[src/rtl/spar_pkg.sv]
// spar_pkg: shared types, codes and constants of the sprite pose remap core
// no dependencies; used by the top level, spar_front and spar_back
`default_nettype none

package spar_pkg;

  // configuration
  localparam int CFG_W        = 13;
  localparam int DATA_W       = 32;
  localparam int ADDR_W       = 3;
  localparam int MAX_DIM_DEF  = 4096;
  localparam logic [CFG_W-1:0] FRAME_DIM_RST = 13'd1024;

  // register index as decoded from paddr[2]
  localparam logic REG_FRAME_WIDTH  = 1'b0;
  localparam logic REG_FRAME_HEIGHT = 1'b1;

  // queue depths
  localparam int CMD_Q_DEPTH = 4;
  localparam int RES_Q_DEPTH = 4;

  // field widths
  localparam int POS_W   = 12;
  localparam int AMT_W   = 16;
  localparam int COLOR_W = 24;
  localparam int OUT_W   = 16;

  // op codes
  localparam logic [1:0] OP_POSE   = 2'd0;
  localparam logic [1:0] OP_PIXEL  = 2'd1;
  localparam logic [1:0] OP_COMMIT = 2'd2;

  // pose command keys
  localparam logic [2:0] KEY_UP       = 3'd0;
  localparam logic [2:0] KEY_DOWN     = 3'd1;
  localparam logic [2:0] KEY_LEFT     = 3'd2;
  localparam logic [2:0] KEY_RIGHT    = 3'd3;
  localparam logic [2:0] KEY_CW       = 3'd4;
  localparam logic [2:0] KEY_CCW      = 3'd5;
  localparam logic [2:0] KEY_MIRROR_X = 3'd6;
  localparam logic [2:0] KEY_MIRROR_Y = 3'd7;

  // classified request kinds
  typedef enum logic [2:0] {
    KIND_VMOVE       = 3'd0,
    KIND_HMOVE       = 3'd1,
    KIND_TURN        = 3'd2,
    KIND_MIRROR_ROWS = 3'd3,
    KIND_MIRROR_COLS = 3'd4,
    KIND_PIXEL       = 3'd5,
    KIND_COMMIT      = 3'd6
  } kind_t;

  // classified request, front to back
  typedef struct packed {
    kind_t                     kind;
    logic signed [AMT_W:0]     amount;  // screen-direction move, already negated
    logic [1:0]                turns;   // clockwise quarter turns mod four
    logic [POS_W-1:0]          row;
    logic [POS_W-1:0]          col;
    logic [COLOR_W-1:0]        color;
  } item_t;

  // remapped pixel
  typedef struct packed {
    logic signed [OUT_W-1:0]   new_row;
    logic signed [OUT_W-1:0]   new_col;
    logic [COLOR_W-1:0]        color;
    logic                      out_of_frame;
  } res_t;

endpackage

`default_nettype wire

[src/rtl/sprite_pose_accumulate_and_remap_core.sv]
// sprite_pose_accumulate_and_remap_core: top level of the sprite pose remap core
// depends on spar_pkg, spar_fifo, spar_front and spar_back
//
//  channel   | direction | handshake                 | carries
//  ----------+-----------+---------------------------+----------------------------------
//  request   | in        | push / full               | op, command_key, command_amount,
//            |           |                           | pixel_row, pixel_col, pixel_color
//  result    | out       | pop / empty               | new_row, new_col, out_color,
//            |           |                           | out_of_frame
//  config    | in        | psel, penable, pwrite     | frame_width at 0x0,
//            |           | (pready tied high)        | frame_height at 0x4
//
// one request per clock sustained while full is low; a pixel result reaches the result
// ports through the request queue, the remap stage, then the result queue
// reset (rst, synchronous) clears the pose, both queues and the remap stage, and sets
// both frame dimensions to 1024
// full rises only when the request queue fills; pose requests ahead of the next pixel
// keep draining while the remap stage waits on a full result queue
`default_nettype none

module sprite_pose_accumulate_and_remap_core #(
  parameter int MAX_DIM = spar_pkg::MAX_DIM_DEF
) (
  input  wire logic                                 clk,
  input  wire logic                                 rst,
  // configuration port
  input  wire logic                                 psel,
  input  wire logic                                 penable,
  input  wire logic                                 pwrite,
  input  wire logic [spar_pkg::ADDR_W-1:0]          paddr,
  input  wire logic [spar_pkg::DATA_W-1:0]          pwdata,
  output logic      [spar_pkg::DATA_W-1:0]          prdata,
  output logic                                      pready,
  // request side
  input  wire logic                                 push,
  output logic                                      full,
  input  wire logic [1:0]                           op,
  input  wire logic [2:0]                           command_key,
  input  wire logic signed [spar_pkg::AMT_W-1:0]    command_amount,
  input  wire logic [spar_pkg::POS_W-1:0]           pixel_row,
  input  wire logic [spar_pkg::POS_W-1:0]           pixel_col,
  input  wire logic [spar_pkg::COLOR_W-1:0]         pixel_color,
  // result side
  output logic                                      empty,
  input  wire logic                                 pop,
  output logic signed [spar_pkg::OUT_W-1:0]         new_row,
  output logic signed [spar_pkg::OUT_W-1:0]         new_col,
  output logic [spar_pkg::COLOR_W-1:0]              out_color,
  output logic                                      out_of_frame
);

  localparam int ITEM_W = $bits(spar_pkg::item_t);
  localparam int RES_W  = $bits(spar_pkg::res_t);

  // frame size registers
  logic [spar_pkg::CFG_W-1:0] frame_width, frame_width_next;
  logic [spar_pkg::CFG_W-1:0] frame_height, frame_height_next;
  logic                       cfg_wr;

  assign pready = 1'b1;
  assign cfg_wr = psel && penable && pwrite && pready;

  // word-aligned decode: paddr[2] picks the register
  always_comb begin
    frame_width_next  = frame_width;
    frame_height_next = frame_height;
    if (cfg_wr) begin
      unique case (paddr[2])
        spar_pkg::REG_FRAME_WIDTH:  frame_width_next  = pwdata[spar_pkg::CFG_W-1:0];
        spar_pkg::REG_FRAME_HEIGHT: frame_height_next = pwdata[spar_pkg::CFG_W-1:0];
        default:                    frame_width_next  = frame_width;
      endcase
    end
  end

  always_comb begin
    unique case (paddr[2])
      spar_pkg::REG_FRAME_WIDTH:  prdata = spar_pkg::DATA_W'(frame_width);
      spar_pkg::REG_FRAME_HEIGHT: prdata = spar_pkg::DATA_W'(frame_height);
      default:                    prdata = '0;
    endcase
  end

  always_ff @(posedge clk) begin
    if (rst) begin
      frame_width  <= spar_pkg::FRAME_DIM_RST;
      frame_height <= spar_pkg::FRAME_DIM_RST;
    end else begin
      frame_width  <= frame_width_next;
      frame_height <= frame_height_next;
    end
  end

  // front end: classify and queue requests
  spar_pkg::item_t fr_item, q_item;
  logic            q_push, q_full, q_empty, q_pop;

  spar_front u_front (
    .push           (push),
    .full           (full),
    .op             (op),
    .command_key    (command_key),
    .command_amount (command_amount),
    .pixel_row      (pixel_row),
    .pixel_col      (pixel_col),
    .pixel_color    (pixel_color),
    .q_full         (q_full),
    .q_push         (q_push),
    .q_item         (fr_item)
  );

  spar_fifo #(
    .WIDTH (ITEM_W),
    .DEPTH (spar_pkg::CMD_Q_DEPTH)
  ) u_cmd_q (
    .clk   (clk),
    .rst   (rst),
    .wr_en (q_push),
    .din   (fr_item),
    .rd_en (q_pop),
    .dout  (q_item),
    .full  (q_full),
    .empty (q_empty)
  );

  // back end: pose update and pixel remap
  spar_pkg::res_t be_res, o_res;
  logic           o_push, o_full;

  spar_back #(
    .MAX_DIM (MAX_DIM)
  ) u_back (
    .clk          (clk),
    .rst          (rst),
    .q_valid      (!q_empty),
    .q_item       (q_item),
    .q_pop        (q_pop),
    .frame_width  (frame_width),
    .frame_height (frame_height),
    .o_full       (o_full),
    .o_push       (o_push),
    .o_res        (be_res)
  );

  // result queue decouples the remap stage from the consumer
  spar_fifo #(
    .WIDTH (RES_W),
    .DEPTH (spar_pkg::RES_Q_DEPTH)
  ) u_res_q (
    .clk   (clk),
    .rst   (rst),
    .wr_en (o_push),
    .din   (be_res),
    .rd_en (pop),
    .dout  (o_res),
    .full  (o_full),
    .empty (empty)
  );

  assign new_row      = o_res.new_row;
  assign new_col      = o_res.new_col;
  assign out_color    = o_res.color;
  assign out_of_frame = o_res.out_of_frame;

endmodule

`default_nettype wire

[src/rtl/spar_fifo.sv]
// spar_fifo: small register-based first-in first-out queue
// depends on nothing; used for the request queue and the result queue
`default_nettype none

module spar_fifo #(
  parameter int WIDTH = 8,
  parameter int DEPTH = 4
) (
  input  wire logic             clk,
  input  wire logic             rst,
  input  wire logic             wr_en,
  input  wire logic [WIDTH-1:0] din,
  input  wire logic             rd_en,
  output logic      [WIDTH-1:0] dout,
  output logic                  full,
  output logic                  empty
);

  localparam int PTR_W = (DEPTH > 1) ? $clog2(DEPTH) : 1;
  localparam int CNT_W = $clog2(DEPTH + 1);

  logic [WIDTH-1:0] mem [DEPTH];
  logic [PTR_W-1:0] wr_ptr, wr_ptr_next;
  logic [PTR_W-1:0] rd_ptr, rd_ptr_next;
  logic [CNT_W-1:0] count, count_next;
  logic             do_wr, do_rd;

  assign full  = (count == CNT_W'(DEPTH));
  assign empty = (count == '0);
  assign dout  = mem[rd_ptr];
  assign do_wr = wr_en && !full;
  assign do_rd = rd_en && !empty;

  always_comb begin
    wr_ptr_next = wr_ptr;
    rd_ptr_next = rd_ptr;
    count_next  = count;
    if (do_wr) begin
      wr_ptr_next = (wr_ptr == PTR_W'(DEPTH - 1)) ? '0 : wr_ptr + 1'b1;
    end
    if (do_rd) begin
      rd_ptr_next = (rd_ptr == PTR_W'(DEPTH - 1)) ? '0 : rd_ptr + 1'b1;
    end
    if (do_wr && !do_rd) begin
      count_next = count + 1'b1;
    end else if (do_rd && !do_wr) begin
      count_next = count - 1'b1;
    end
  end

  always_ff @(posedge clk) begin
    if (rst) begin
      wr_ptr <= '0;
      rd_ptr <= '0;
      count  <= '0;
    end else begin
      wr_ptr <= wr_ptr_next;
      rd_ptr <= rd_ptr_next;
      count  <= count_next;
    end
  end

  always_ff @(posedge clk) begin
    if (do_wr) begin
      mem[wr_ptr] <= din;
    end
  end

endmodule

`default_nettype wire

[src/rtl/spar_front.sv]
// spar_front: accepts input requests and classifies them for the back end
// depends on spar_pkg
`default_nettype none

module spar_front (
  input  wire logic                                 push,
  output logic                                      full,
  input  wire logic [1:0]                           op,
  input  wire logic [2:0]                           command_key,
  input  wire logic signed [spar_pkg::AMT_W-1:0]    command_amount,
  input  wire logic [spar_pkg::POS_W-1:0]           pixel_row,
  input  wire logic [spar_pkg::POS_W-1:0]           pixel_col,
  input  wire logic [spar_pkg::COLOR_W-1:0]         pixel_color,
  input  wire logic                                 q_full,
  output logic                                      q_push,
  output spar_pkg::item_t                           q_item
);

  logic                             keep;
  logic signed [spar_pkg::AMT_W:0]  amt_ext;

  assign amt_ext = {command_amount[spar_pkg::AMT_W-1], command_amount};

  always_comb begin
    keep          = 1'b1;
    q_item.kind   = spar_pkg::KIND_PIXEL;
    q_item.amount = amt_ext;
    q_item.turns  = command_amount[1:0];
    q_item.row    = pixel_row;
    q_item.col    = pixel_col;
    q_item.color  = pixel_color;
    unique case (op)
      spar_pkg::OP_POSE: begin
        unique case (command_key)
          spar_pkg::KEY_UP: begin
            q_item.kind = spar_pkg::KIND_VMOVE;
          end
          spar_pkg::KEY_DOWN: begin
            q_item.kind   = spar_pkg::KIND_VMOVE;
            q_item.amount = -amt_ext;
          end
          spar_pkg::KEY_LEFT: begin
            q_item.kind   = spar_pkg::KIND_HMOVE;
            q_item.amount = -amt_ext;
          end
          spar_pkg::KEY_RIGHT: begin
            q_item.kind = spar_pkg::KIND_HMOVE;
          end
          spar_pkg::KEY_CW: begin
            q_item.kind = spar_pkg::KIND_TURN;
          end
          spar_pkg::KEY_CCW: begin
            // counter-clockwise turns as clockwise modulo four
            q_item.kind  = spar_pkg::KIND_TURN;
            q_item.turns = 2'b00 - command_amount[1:0];
          end
          spar_pkg::KEY_MIRROR_X: begin
            q_item.kind = spar_pkg::KIND_MIRROR_ROWS;
          end
          default: begin
            q_item.kind = spar_pkg::KIND_MIRROR_COLS;
          end
        endcase
      end
      spar_pkg::OP_PIXEL: begin
        q_item.kind = spar_pkg::KIND_PIXEL;
      end
      spar_pkg::OP_COMMIT: begin
        q_item.kind = spar_pkg::KIND_COMMIT;
      end
      default: begin
        // unused op: taken and dropped
        keep = 1'b0;
      end
    endcase
  end

  assign full   = q_full;
  assign q_push = push && !q_full && keep;

endmodule

`default_nettype wire

[src/rtl/spar_back.sv]
// spar_back: pose register update and two-step pixel remap
// depends on spar_pkg; feeds the result queue
`default_nettype none

module spar_back #(
  parameter int MAX_DIM = spar_pkg::MAX_DIM_DEF
) (
  input  wire logic                         clk,
  input  wire logic                         rst,
  input  wire logic                         q_valid,
  input  wire spar_pkg::item_t              q_item,
  output logic                              q_pop,
  input  wire logic [spar_pkg::CFG_W-1:0]   frame_width,
  input  wire logic [spar_pkg::CFG_W-1:0]   frame_height,
  input  wire logic                         o_full,
  output logic                              o_push,
  output spar_pkg::res_t                    o_res
);

  localparam int AW    = spar_pkg::AMT_W;
  localparam int OFS_W = AW + 2;             // offset sums and shifted positions
  localparam int CW    = OFS_W + 1;          // remap arithmetic
  localparam int DIM_W = $clog2(MAX_DIM + 1);
  localparam int CMP_W = (DIM_W > spar_pkg::CFG_W) ? DIM_W : spar_pkg::CFG_W;
  localparam logic signed [OFS_W-1:0] OFS_MAX = OFS_W'(32767);
  localparam logic signed [OFS_W-1:0] OFS_MIN = -OFS_W'(32767);
  localparam logic signed [CW-1:0]    OUT_MAX = CW'(32767);
  localparam logic signed [CW-1:0]    OUT_MIN = -CW'(32768);

  function automatic logic signed [AW-1:0] sat_ofs(input logic signed [OFS_W-1:0] v);
    logic signed [AW-1:0] s;
    if (v > OFS_MAX) begin
      s = OFS_MAX[AW-1:0];
    end else if (v < OFS_MIN) begin
      s = OFS_MIN[AW-1:0];
    end else begin
      s = v[AW-1:0];
    end
    return s;
  endfunction

  function automatic logic signed [spar_pkg::OUT_W-1:0] sat_out(input logic signed [CW-1:0] v);
    logic signed [spar_pkg::OUT_W-1:0] s;
    if (v > OUT_MAX) begin
      s = OUT_MAX[spar_pkg::OUT_W-1:0];
    end else if (v < OUT_MIN) begin
      s = OUT_MIN[spar_pkg::OUT_W-1:0];
    end else begin
      s = v[spar_pkg::OUT_W-1:0];
    end
    return s;
  endfunction

  function automatic logic [CMP_W-1:0] dim_of(input logic [spar_pkg::CFG_W-1:0] reg_val);
    logic [CMP_W-1:0] d;
    d = CMP_W'(reg_val);
    if (d == '0) begin
      d = CMP_W'(1);
    end else if (d > CMP_W'(MAX_DIM)) begin
      d = CMP_W'(MAX_DIM);
    end
    return d;
  endfunction

  // pose state
  logic signed [AW-1:0] up_offset, up_offset_next;
  logic signed [AW-1:0] right_offset, right_offset_next;
  logic [1:0]           quarter_turns, quarter_turns_next;
  logic                 mirror_rows, mirror_rows_next;
  logic                 mirror_cols, mirror_cols_next;

  // remap stage
  logic                         b_valid, b_valid_next;
  logic signed [OFS_W-1:0]      b_r, b_c;
  logic [1:0]                   b_qt;
  logic                         b_mr, b_mc;
  logic [spar_pkg::COLOR_W-1:0] b_color;

  logic                     b_ready, b_load;
  logic signed [AW:0]       vv, hh;
  logic signed [OFS_W-1:0]  du, dr, up_sum, right_sum;
  logic signed [OFS_W-1:0]  pix_r, pix_c;

  // pop pose requests freely; a pixel waits for the remap stage
  assign b_ready = !b_valid || !o_full;
  assign q_pop   = q_valid && ((q_item.kind != spar_pkg::KIND_PIXEL) || b_ready);
  assign b_load  = q_pop && (q_item.kind == spar_pkg::KIND_PIXEL);
  assign o_push  = b_valid && !o_full;

  // move deltas, with the mirror applied in screen terms
  assign vv = mirror_rows ? -q_item.amount : q_item.amount;
  assign hh = mirror_cols ? -q_item.amount : q_item.amount;

  always_comb begin
    du = '0;
    dr = '0;
    case (q_item.kind)
      spar_pkg::KIND_VMOVE: begin
        case (quarter_turns)
          2'd0:    du =  {vv[AW], vv};
          2'd1:    dr = -{vv[AW], vv};
          2'd2:    du = -{vv[AW], vv};
          default: dr =  {vv[AW], vv};
        endcase
      end
      spar_pkg::KIND_HMOVE: begin
        case (quarter_turns)
          2'd0:    dr =  {hh[AW], hh};
          2'd1:    du =  {hh[AW], hh};
          2'd2:    dr = -{hh[AW], hh};
          default: du = -{hh[AW], hh};
        endcase
      end
      default: begin
        du = '0;
        dr = '0;
      end
    endcase
  end

  assign up_sum    = {{2{up_offset[AW-1]}}, up_offset} + du;
  assign right_sum = {{2{right_offset[AW-1]}}, right_offset} + dr;

  always_comb begin
    up_offset_next     = up_offset;
    right_offset_next  = right_offset;
    quarter_turns_next = quarter_turns;
    mirror_rows_next   = mirror_rows;
    mirror_cols_next   = mirror_cols;
    if (q_pop) begin
      case (q_item.kind)
        spar_pkg::KIND_VMOVE, spar_pkg::KIND_HMOVE: begin
          up_offset_next    = sat_ofs(up_sum);
          right_offset_next = sat_ofs(right_sum);
        end
        spar_pkg::KIND_TURN: begin
          if (mirror_rows || mirror_cols) begin
            // a turn under a mirror runs the other way; a half turn swaps the mirror
            case (q_item.turns)
              2'd1:    quarter_turns_next = quarter_turns + 2'd3;
              2'd2: begin
                mirror_rows_next = !mirror_rows;
                mirror_cols_next = !mirror_cols;
              end
              2'd3:    quarter_turns_next = quarter_turns + 2'd1;
              default: quarter_turns_next = quarter_turns;
            endcase
          end else begin
            quarter_turns_next = quarter_turns + q_item.turns;
          end
        end
        spar_pkg::KIND_MIRROR_ROWS: begin
          if (mirror_cols) begin
            // double mirror folds into a half turn
            mirror_cols_next   = 1'b0;
            quarter_turns_next = quarter_turns + 2'd2;
          end else begin
            mirror_rows_next = !mirror_rows;
          end
        end
        spar_pkg::KIND_MIRROR_COLS: begin
          if (mirror_rows) begin
            mirror_rows_next   = 1'b0;
            quarter_turns_next = quarter_turns + 2'd2;
          end else begin
            mirror_cols_next = !mirror_cols;
          end
        end
        spar_pkg::KIND_COMMIT: begin
          up_offset_next     = '0;
          right_offset_next  = '0;
          quarter_turns_next = '0;
          mirror_rows_next   = 1'b0;
          mirror_cols_next   = 1'b0;
        end
        default: begin
          up_offset_next = up_offset;
        end
      endcase
    end
  end

  // offset step of a pixel
  assign pix_r = OFS_W'(q_item.row) - {{2{up_offset[AW-1]}}, up_offset};
  assign pix_c = OFS_W'(q_item.col) + {{2{right_offset[AW-1]}}, right_offset};

  always_comb begin
    b_valid_next = b_valid;
    if (b_load) begin
      b_valid_next = 1'b1;
    end else if (o_push) begin
      b_valid_next = 1'b0;
    end
  end

  always_ff @(posedge clk) begin
    if (rst) begin
      up_offset     <= '0;
      right_offset  <= '0;
      quarter_turns <= '0;
      mirror_rows   <= 1'b0;
      mirror_cols   <= 1'b0;
      b_valid       <= 1'b0;
    end else begin
      up_offset     <= up_offset_next;
      right_offset  <= right_offset_next;
      quarter_turns <= quarter_turns_next;
      mirror_rows   <= mirror_rows_next;
      mirror_cols   <= mirror_cols_next;
      b_valid       <= b_valid_next;
    end
  end

  always_ff @(posedge clk) begin
    if (b_load) begin
      b_r     <= pix_r;
      b_c     <= pix_c;
      b_qt    <= quarter_turns;
      b_mr    <= mirror_rows;
      b_mc    <= mirror_cols;
      b_color <= q_item.color;
    end
  end

  // rotate / mirror step
  logic signed [CW-1:0] w, h, wl, hl, r, c;
  logic signed [CW-1:0] wl_r, wl_c, hl_r, hl_c, nr, nc;

  assign w    = CW'(dim_of(frame_width));
  assign h    = CW'(dim_of(frame_height));
  assign wl   = w - CW'(1);
  assign hl   = h - CW'(1);
  assign r    = {b_r[OFS_W-1], b_r};
  assign c    = {b_c[OFS_W-1], b_c};
  assign wl_r = wl - r;
  assign wl_c = wl - c;
  assign hl_r = hl - r;
  assign hl_c = hl - c;

  always_comb begin
    nr = r;
    nc = c;
    case (b_qt)
      2'd1: begin
        if (b_mr) begin
          nc = wl_r; nr = hl_c;
        end else if (b_mc) begin
          nc = r;    nr = c;
        end else begin
          nc = wl_r; nr = c;
        end
      end
      2'd2: begin
        if (b_mr) begin
          nc = wl_c;
        end else if (b_mc) begin
          nr = hl_r;
        end else begin
          nc = wl_c; nr = hl_r;
        end
      end
      2'd3: begin
        if (b_mr) begin
          nc = r;    nr = c;
        end else if (b_mc) begin
          nc = wl_r; nr = hl_c;
        end else begin
          nc = r;    nr = hl_c;
        end
      end
      default: begin
        if (b_mr) begin
          nr = hl_r;
        end else if (b_mc) begin
          nc = wl_c;
        end
      end
    endcase
  end

  assign o_res.new_row      = sat_out(nr);
  assign o_res.new_col      = sat_out(nc);
  assign o_res.color        = b_color;
  assign o_res.out_of_frame = (nr < 0) || (nr >= h) || (nc < 0) || (nc >= w);

endmodule

`default_nettype wire

[config.mk]
export PLATFORM = sky130hd
export DESIGN_NAME = sprite_pose_accumulate_and_remap_core
export DESIGN_NICKNAME = d
export VERILOG_FILES = /design/src/rtl/spar_pkg.sv /design/src/rtl/sprite_pose_accumulate_and_remap_core.sv /design/src/rtl/spar_fifo.sv /design/src/rtl/spar_front.sv /design/src/rtl/spar_back.sv
export SDC_FILE = /design/constraint.sdc
export NUM_CORES = 1
export LEC_CHECK = 0
export BUFFER_PORTS_ARGS = -buffer_cell sky130_fd_sc_hd__buf_2
export CORE_MARGIN = 5
export CORE_UTILIZATION = 56
export DETAILED_ROUTE_END_ITERATION = 16
export PLACE_DENSITY = 0.76
export SLEW_MARGIN = 5
export SYNTH_ARGS = -nofsm -noshare
export SYNTH_HDL_FRONTEND = slang
export SYNTH_HIERARCHICAL = 1
export SYNTH_SLANG_ARGS = --single-unit
[constraint.sdc]
create_clock -name clk -period 5.9 [get_ports clk]
set_input_delay 0 -clock clk [delete_from_list [all_inputs] [get_ports clk]]
set_output_delay 0 -clock clk [all_outputs]
set_load 0.005 [all_outputs]
==> flow_summary.ini <==
[run_status]
outcome = complete, no violations

[timing]
fmax_ghz = 0.171
fin_hold_ws_ps = 72.3
timing.max_slew.rel_slack_pct = 36.1
slew_violations = 0
report.final.setup_viol = 0
worst_clock_skew_ps = 19.9
finalCriticalPeriod_ps = 5860
setup_repair_after_global_routing_missed_its_margin = yes
setup_slack_ps = 38.7
worst_slew_pin_slew_ps = 957
post-route-period-util_pct = 99.3
report.final.hold_viol_count = 0

[cells_and_area]
fin_nets = 3732
utilization_pct = 66.6
regArea_um2 = 18700
n_fill_cell = 4740
layout-drive-gt1-share_pct = 24.4
multiInputGateArea_um2 = 17400
post-route-cell-area_um2 = 43700
synthToLayoutAreaGrowth_pct = 18.4

[job]
max_cap_violations = 0

[logic_synthesis]
netlist_top_cells_count = edfxtp_1 (570), nand2_1 (224), ha_1 (170)
post-synth-top-area-fraction_pct = 46.4
share_of_flip_flops_with_an_asynchronous_set_or_reset_pct = 0
synth.distinct_cells = 103
ys_ff_latch = 651
synth_sequential_area_ratio_pct = 50.8
cell_type_contributing_the_most_total_cell_area_after_synthesis = edfxtp_1
postSynthCellCount = 3044
syn-mean-instance-area_um2 = 12.1
synth.cell_area_um2 = 36900
synth_top_cells_by_area = edfxtp_1 (46%), mux4_2 (8.6%), ha_1 (5.8%), dfxtp_1 (4.4%), xnor2_1 (3.1%)
synth_edf_count = 570
synth_warnings = 6
synth_top_flop_cell = edfxtp_1
post-synth-top-count-cell = edfxtp_1

[clocking]
clk_pin_slew_ps = 60
worstSkewPairLatency_ps = 610
htree_num_levels = 3
clock_tree.buffer_depth = 3
clock_sink_count = 651
clock_tree.root_cell = clkbuf_16
tritoncts.num_buffers = 69
cts_tree = built

[critical_path]
criticalPathCategory = flop to flop
path_max_fanout = 10
reg2reg_slack_ps = 40
cp_data_required_time_ps = 6420
worstPathArrival_ps = 6380
worst_r2r_endpoint = u_back/up_offset[13]
start_kind = flop
timing.reg2reg.worst_path_depth = 25
critical_path.endpoint = u_back/up_offset[13]
crit_path_end_kind = flop

[global_route]
number_of_antenna_violations_at_the_first_check_in_global_routing = 2
pin_count_of_the_biggest_net_entering_global_routing = 58
via_count_of_the_first_global_routing_pass = 26500
grt.overflow.total = 0
grt.total_usage_pct = 27.4
grt_pass1_wl_mm = 153

[drt]
detailroute.via_count = 26900
dr.first_iter.drc_count = 3067
wl_mm = 101
route.detailed.wl_per_inst_um = 23.2
drt_pre_antenna_iters = 6
remaining_antenna_violation_count = 0
drc_errors = 0
via_per_inst = 6.18

[die]
die_y_um = 267
core_region_area_um2 = 65600
die-width_um = 267
rows = 94
dieArea_um2 = 71200
start_util_pct = 56.3
top_level_ports = 203

[placed_design]
dpl.hpwl_mm = 70.8
io_buffer_count = 161
preCtsSetupSlack_ps = -111
placed_area_um2 = 39400
gp_weighted_congestion = 0.950

[pwr]
leakage_nw = 15.9
pwr_density_cell_nw_per_um2 = 452
vdd_drop_max_v = 0.000414

[worst_hold_path]
worst_hold_class = primary input to flop
==> worst max-delay path: stages, from the launching register on <==
cell and delay, ps:
dfxtp_4 380, buf_4 120, mux4_2 580, inv_2 110
ha_4 140, or3b_4 410, buf_4 160, o2111ai_1 110
a21o_1 180, and2_1 240, nand2_1 90, xnor2_1 140
o22ai_1 350, ha_2 440, a31oi_1 290, a2bb2oi_1 250
o211ai_1 190, a21oi_1 250, o21ai_0 130, xor2_1 290
o41ai_2 120, buf_4 160, a31oi_4 260, buf_4 160
nand2_1 50, a31oi_1 170
==> per-layer routing <==
| layer | vias to the layer above | GRT usage, % | part of all wire (%) |
|---|---|---|---|
| met5 | - | 0 | 0.013 |
| met4 | 2 | 9.34 | 4.1 |
| met3 | 230 | 2.98 | 5.8 |
| met2 | 1072 | 47.4 | 51 |
| met1 | 13300 | 36.6 | 39 |
| li1 | 12300 | - | - |
==> layout by cell type (no fill, tap or decap), drive strengths merged, types with 60 or more instances in the layout <==
| cell | n |
|---|---|
| nor2 | 162 |
| edfxtp | 570 |
| nand2 | 224 |
| buf | 408 |
| dlygate4sd3 | 92 |
| xnor2 | 130 |
| mux4 | 141 |
| nand3 | 60 |
| inv | 131 |
| xor2 | 78 |
| nand2b | 74 |
| dfxtp | 81 |
| ha | 170 |
| o21ai | 140 |
| clkbuf | 88 |
| a21oi | 158 |
==> how the worst min path moves through the flow <==
| stage | from | end | slack (ps) | cells after the start |
|---|---|---|---|---|
| 2_1_floorplan | pwdata[10] | frame_width[10] | 170 | 2 |
| 3_3_place_gp | pixel_color[13] | u_cmd_q/mem[0][13] | 210 | 1 |
| 3_5_place_dp | pixel_col[1] | u_cmd_q/mem[0][25] | 220 | 1 |
| 4_1_cts | psel | frame_width[12] | 40 | 3 |
| 5_1_grt | psel | frame_width[12] | 50 | 3 |
| 6_report | psel | frame_width[1] | 70 | 3 |
==> flip-flops by register name, indices dropped and copies added, names as in the netlist, 2 cells and up, named ones only <==
register and cells:
u_cmd_q/mem 280, u_res_q/mem 228, u_back/b_color 24, u_back/b_c 17
u_back/b_r 17, u_back/right_offset 16, u_back/up_offset 16, frame_height 13
frame_width 13, u_cmd_q/count 3, u_res_q/count 3, u_back/b_qt 2
u_back/quarter_turns 2, u_cmd_q/rd_ptr 2, u_cmd_q/wr_ptr 2, u_res_q/rd_ptr 2
u_res_q/wr_ptr 2
==> metrics by stage <==
step           total power, mW  instances  setup TNS [ps]
2_1_floorplan             12.0       3077               0
3_3_place_gp              14.4       4103           -41.3
3_5_place_dp              14.6       4103            -442
4_1_cts                   19.2       4319               0
5_1_grt                   20.8       4359           -2510
6_report                  19.8       4359               0
==> repair_timing <==
item	in CTS	in global routing
pin swaps	2	90
gates cloned	0	2
setup endpoints to repair	9	35
gates resized for setup	4	157
hold endpoints to repair	304	0
hold buffers	92	0
setup buffers	0	37
==> logic make-up after synthesis <==
group                    count (synthesis)  synth area share [%]
AND/OR/NAND/NOR                        763                  10.3
buffers and inverters                  343                  4.69
adder cells (fa/ha/maj)                180                  6.30
XOR/XNOR                               210                  5.12
AO/OA/AOI/OAI                          690                  12.4
multiplexers                           204                  10.4
other                                    3                0.0305
flip-flops                             651                  50.8
==> final cells by class <==
cell class | instances | share of cell area [%]
antenna | 1 | 0.00572
clock buffer | 87 | 4.20
clock inverter | 37 | 1.11
inverter | 135 | 1.21
multi-input combinational | 2083 | 39.7
sequential | 651 | 42.9
tap | 864 | 2.47
timing repair buffer | 501 | 8.40
==> power breakdown <==
| part | internal [mW] | switching, mW |
|---|---|---|
| sequential | 5.86 | 0.354 |
| combinational | 3.89 | 5.21 |
| clock | 2.66 | 1.77 |
No activity file was read; power rests on OpenSTA's default activity.
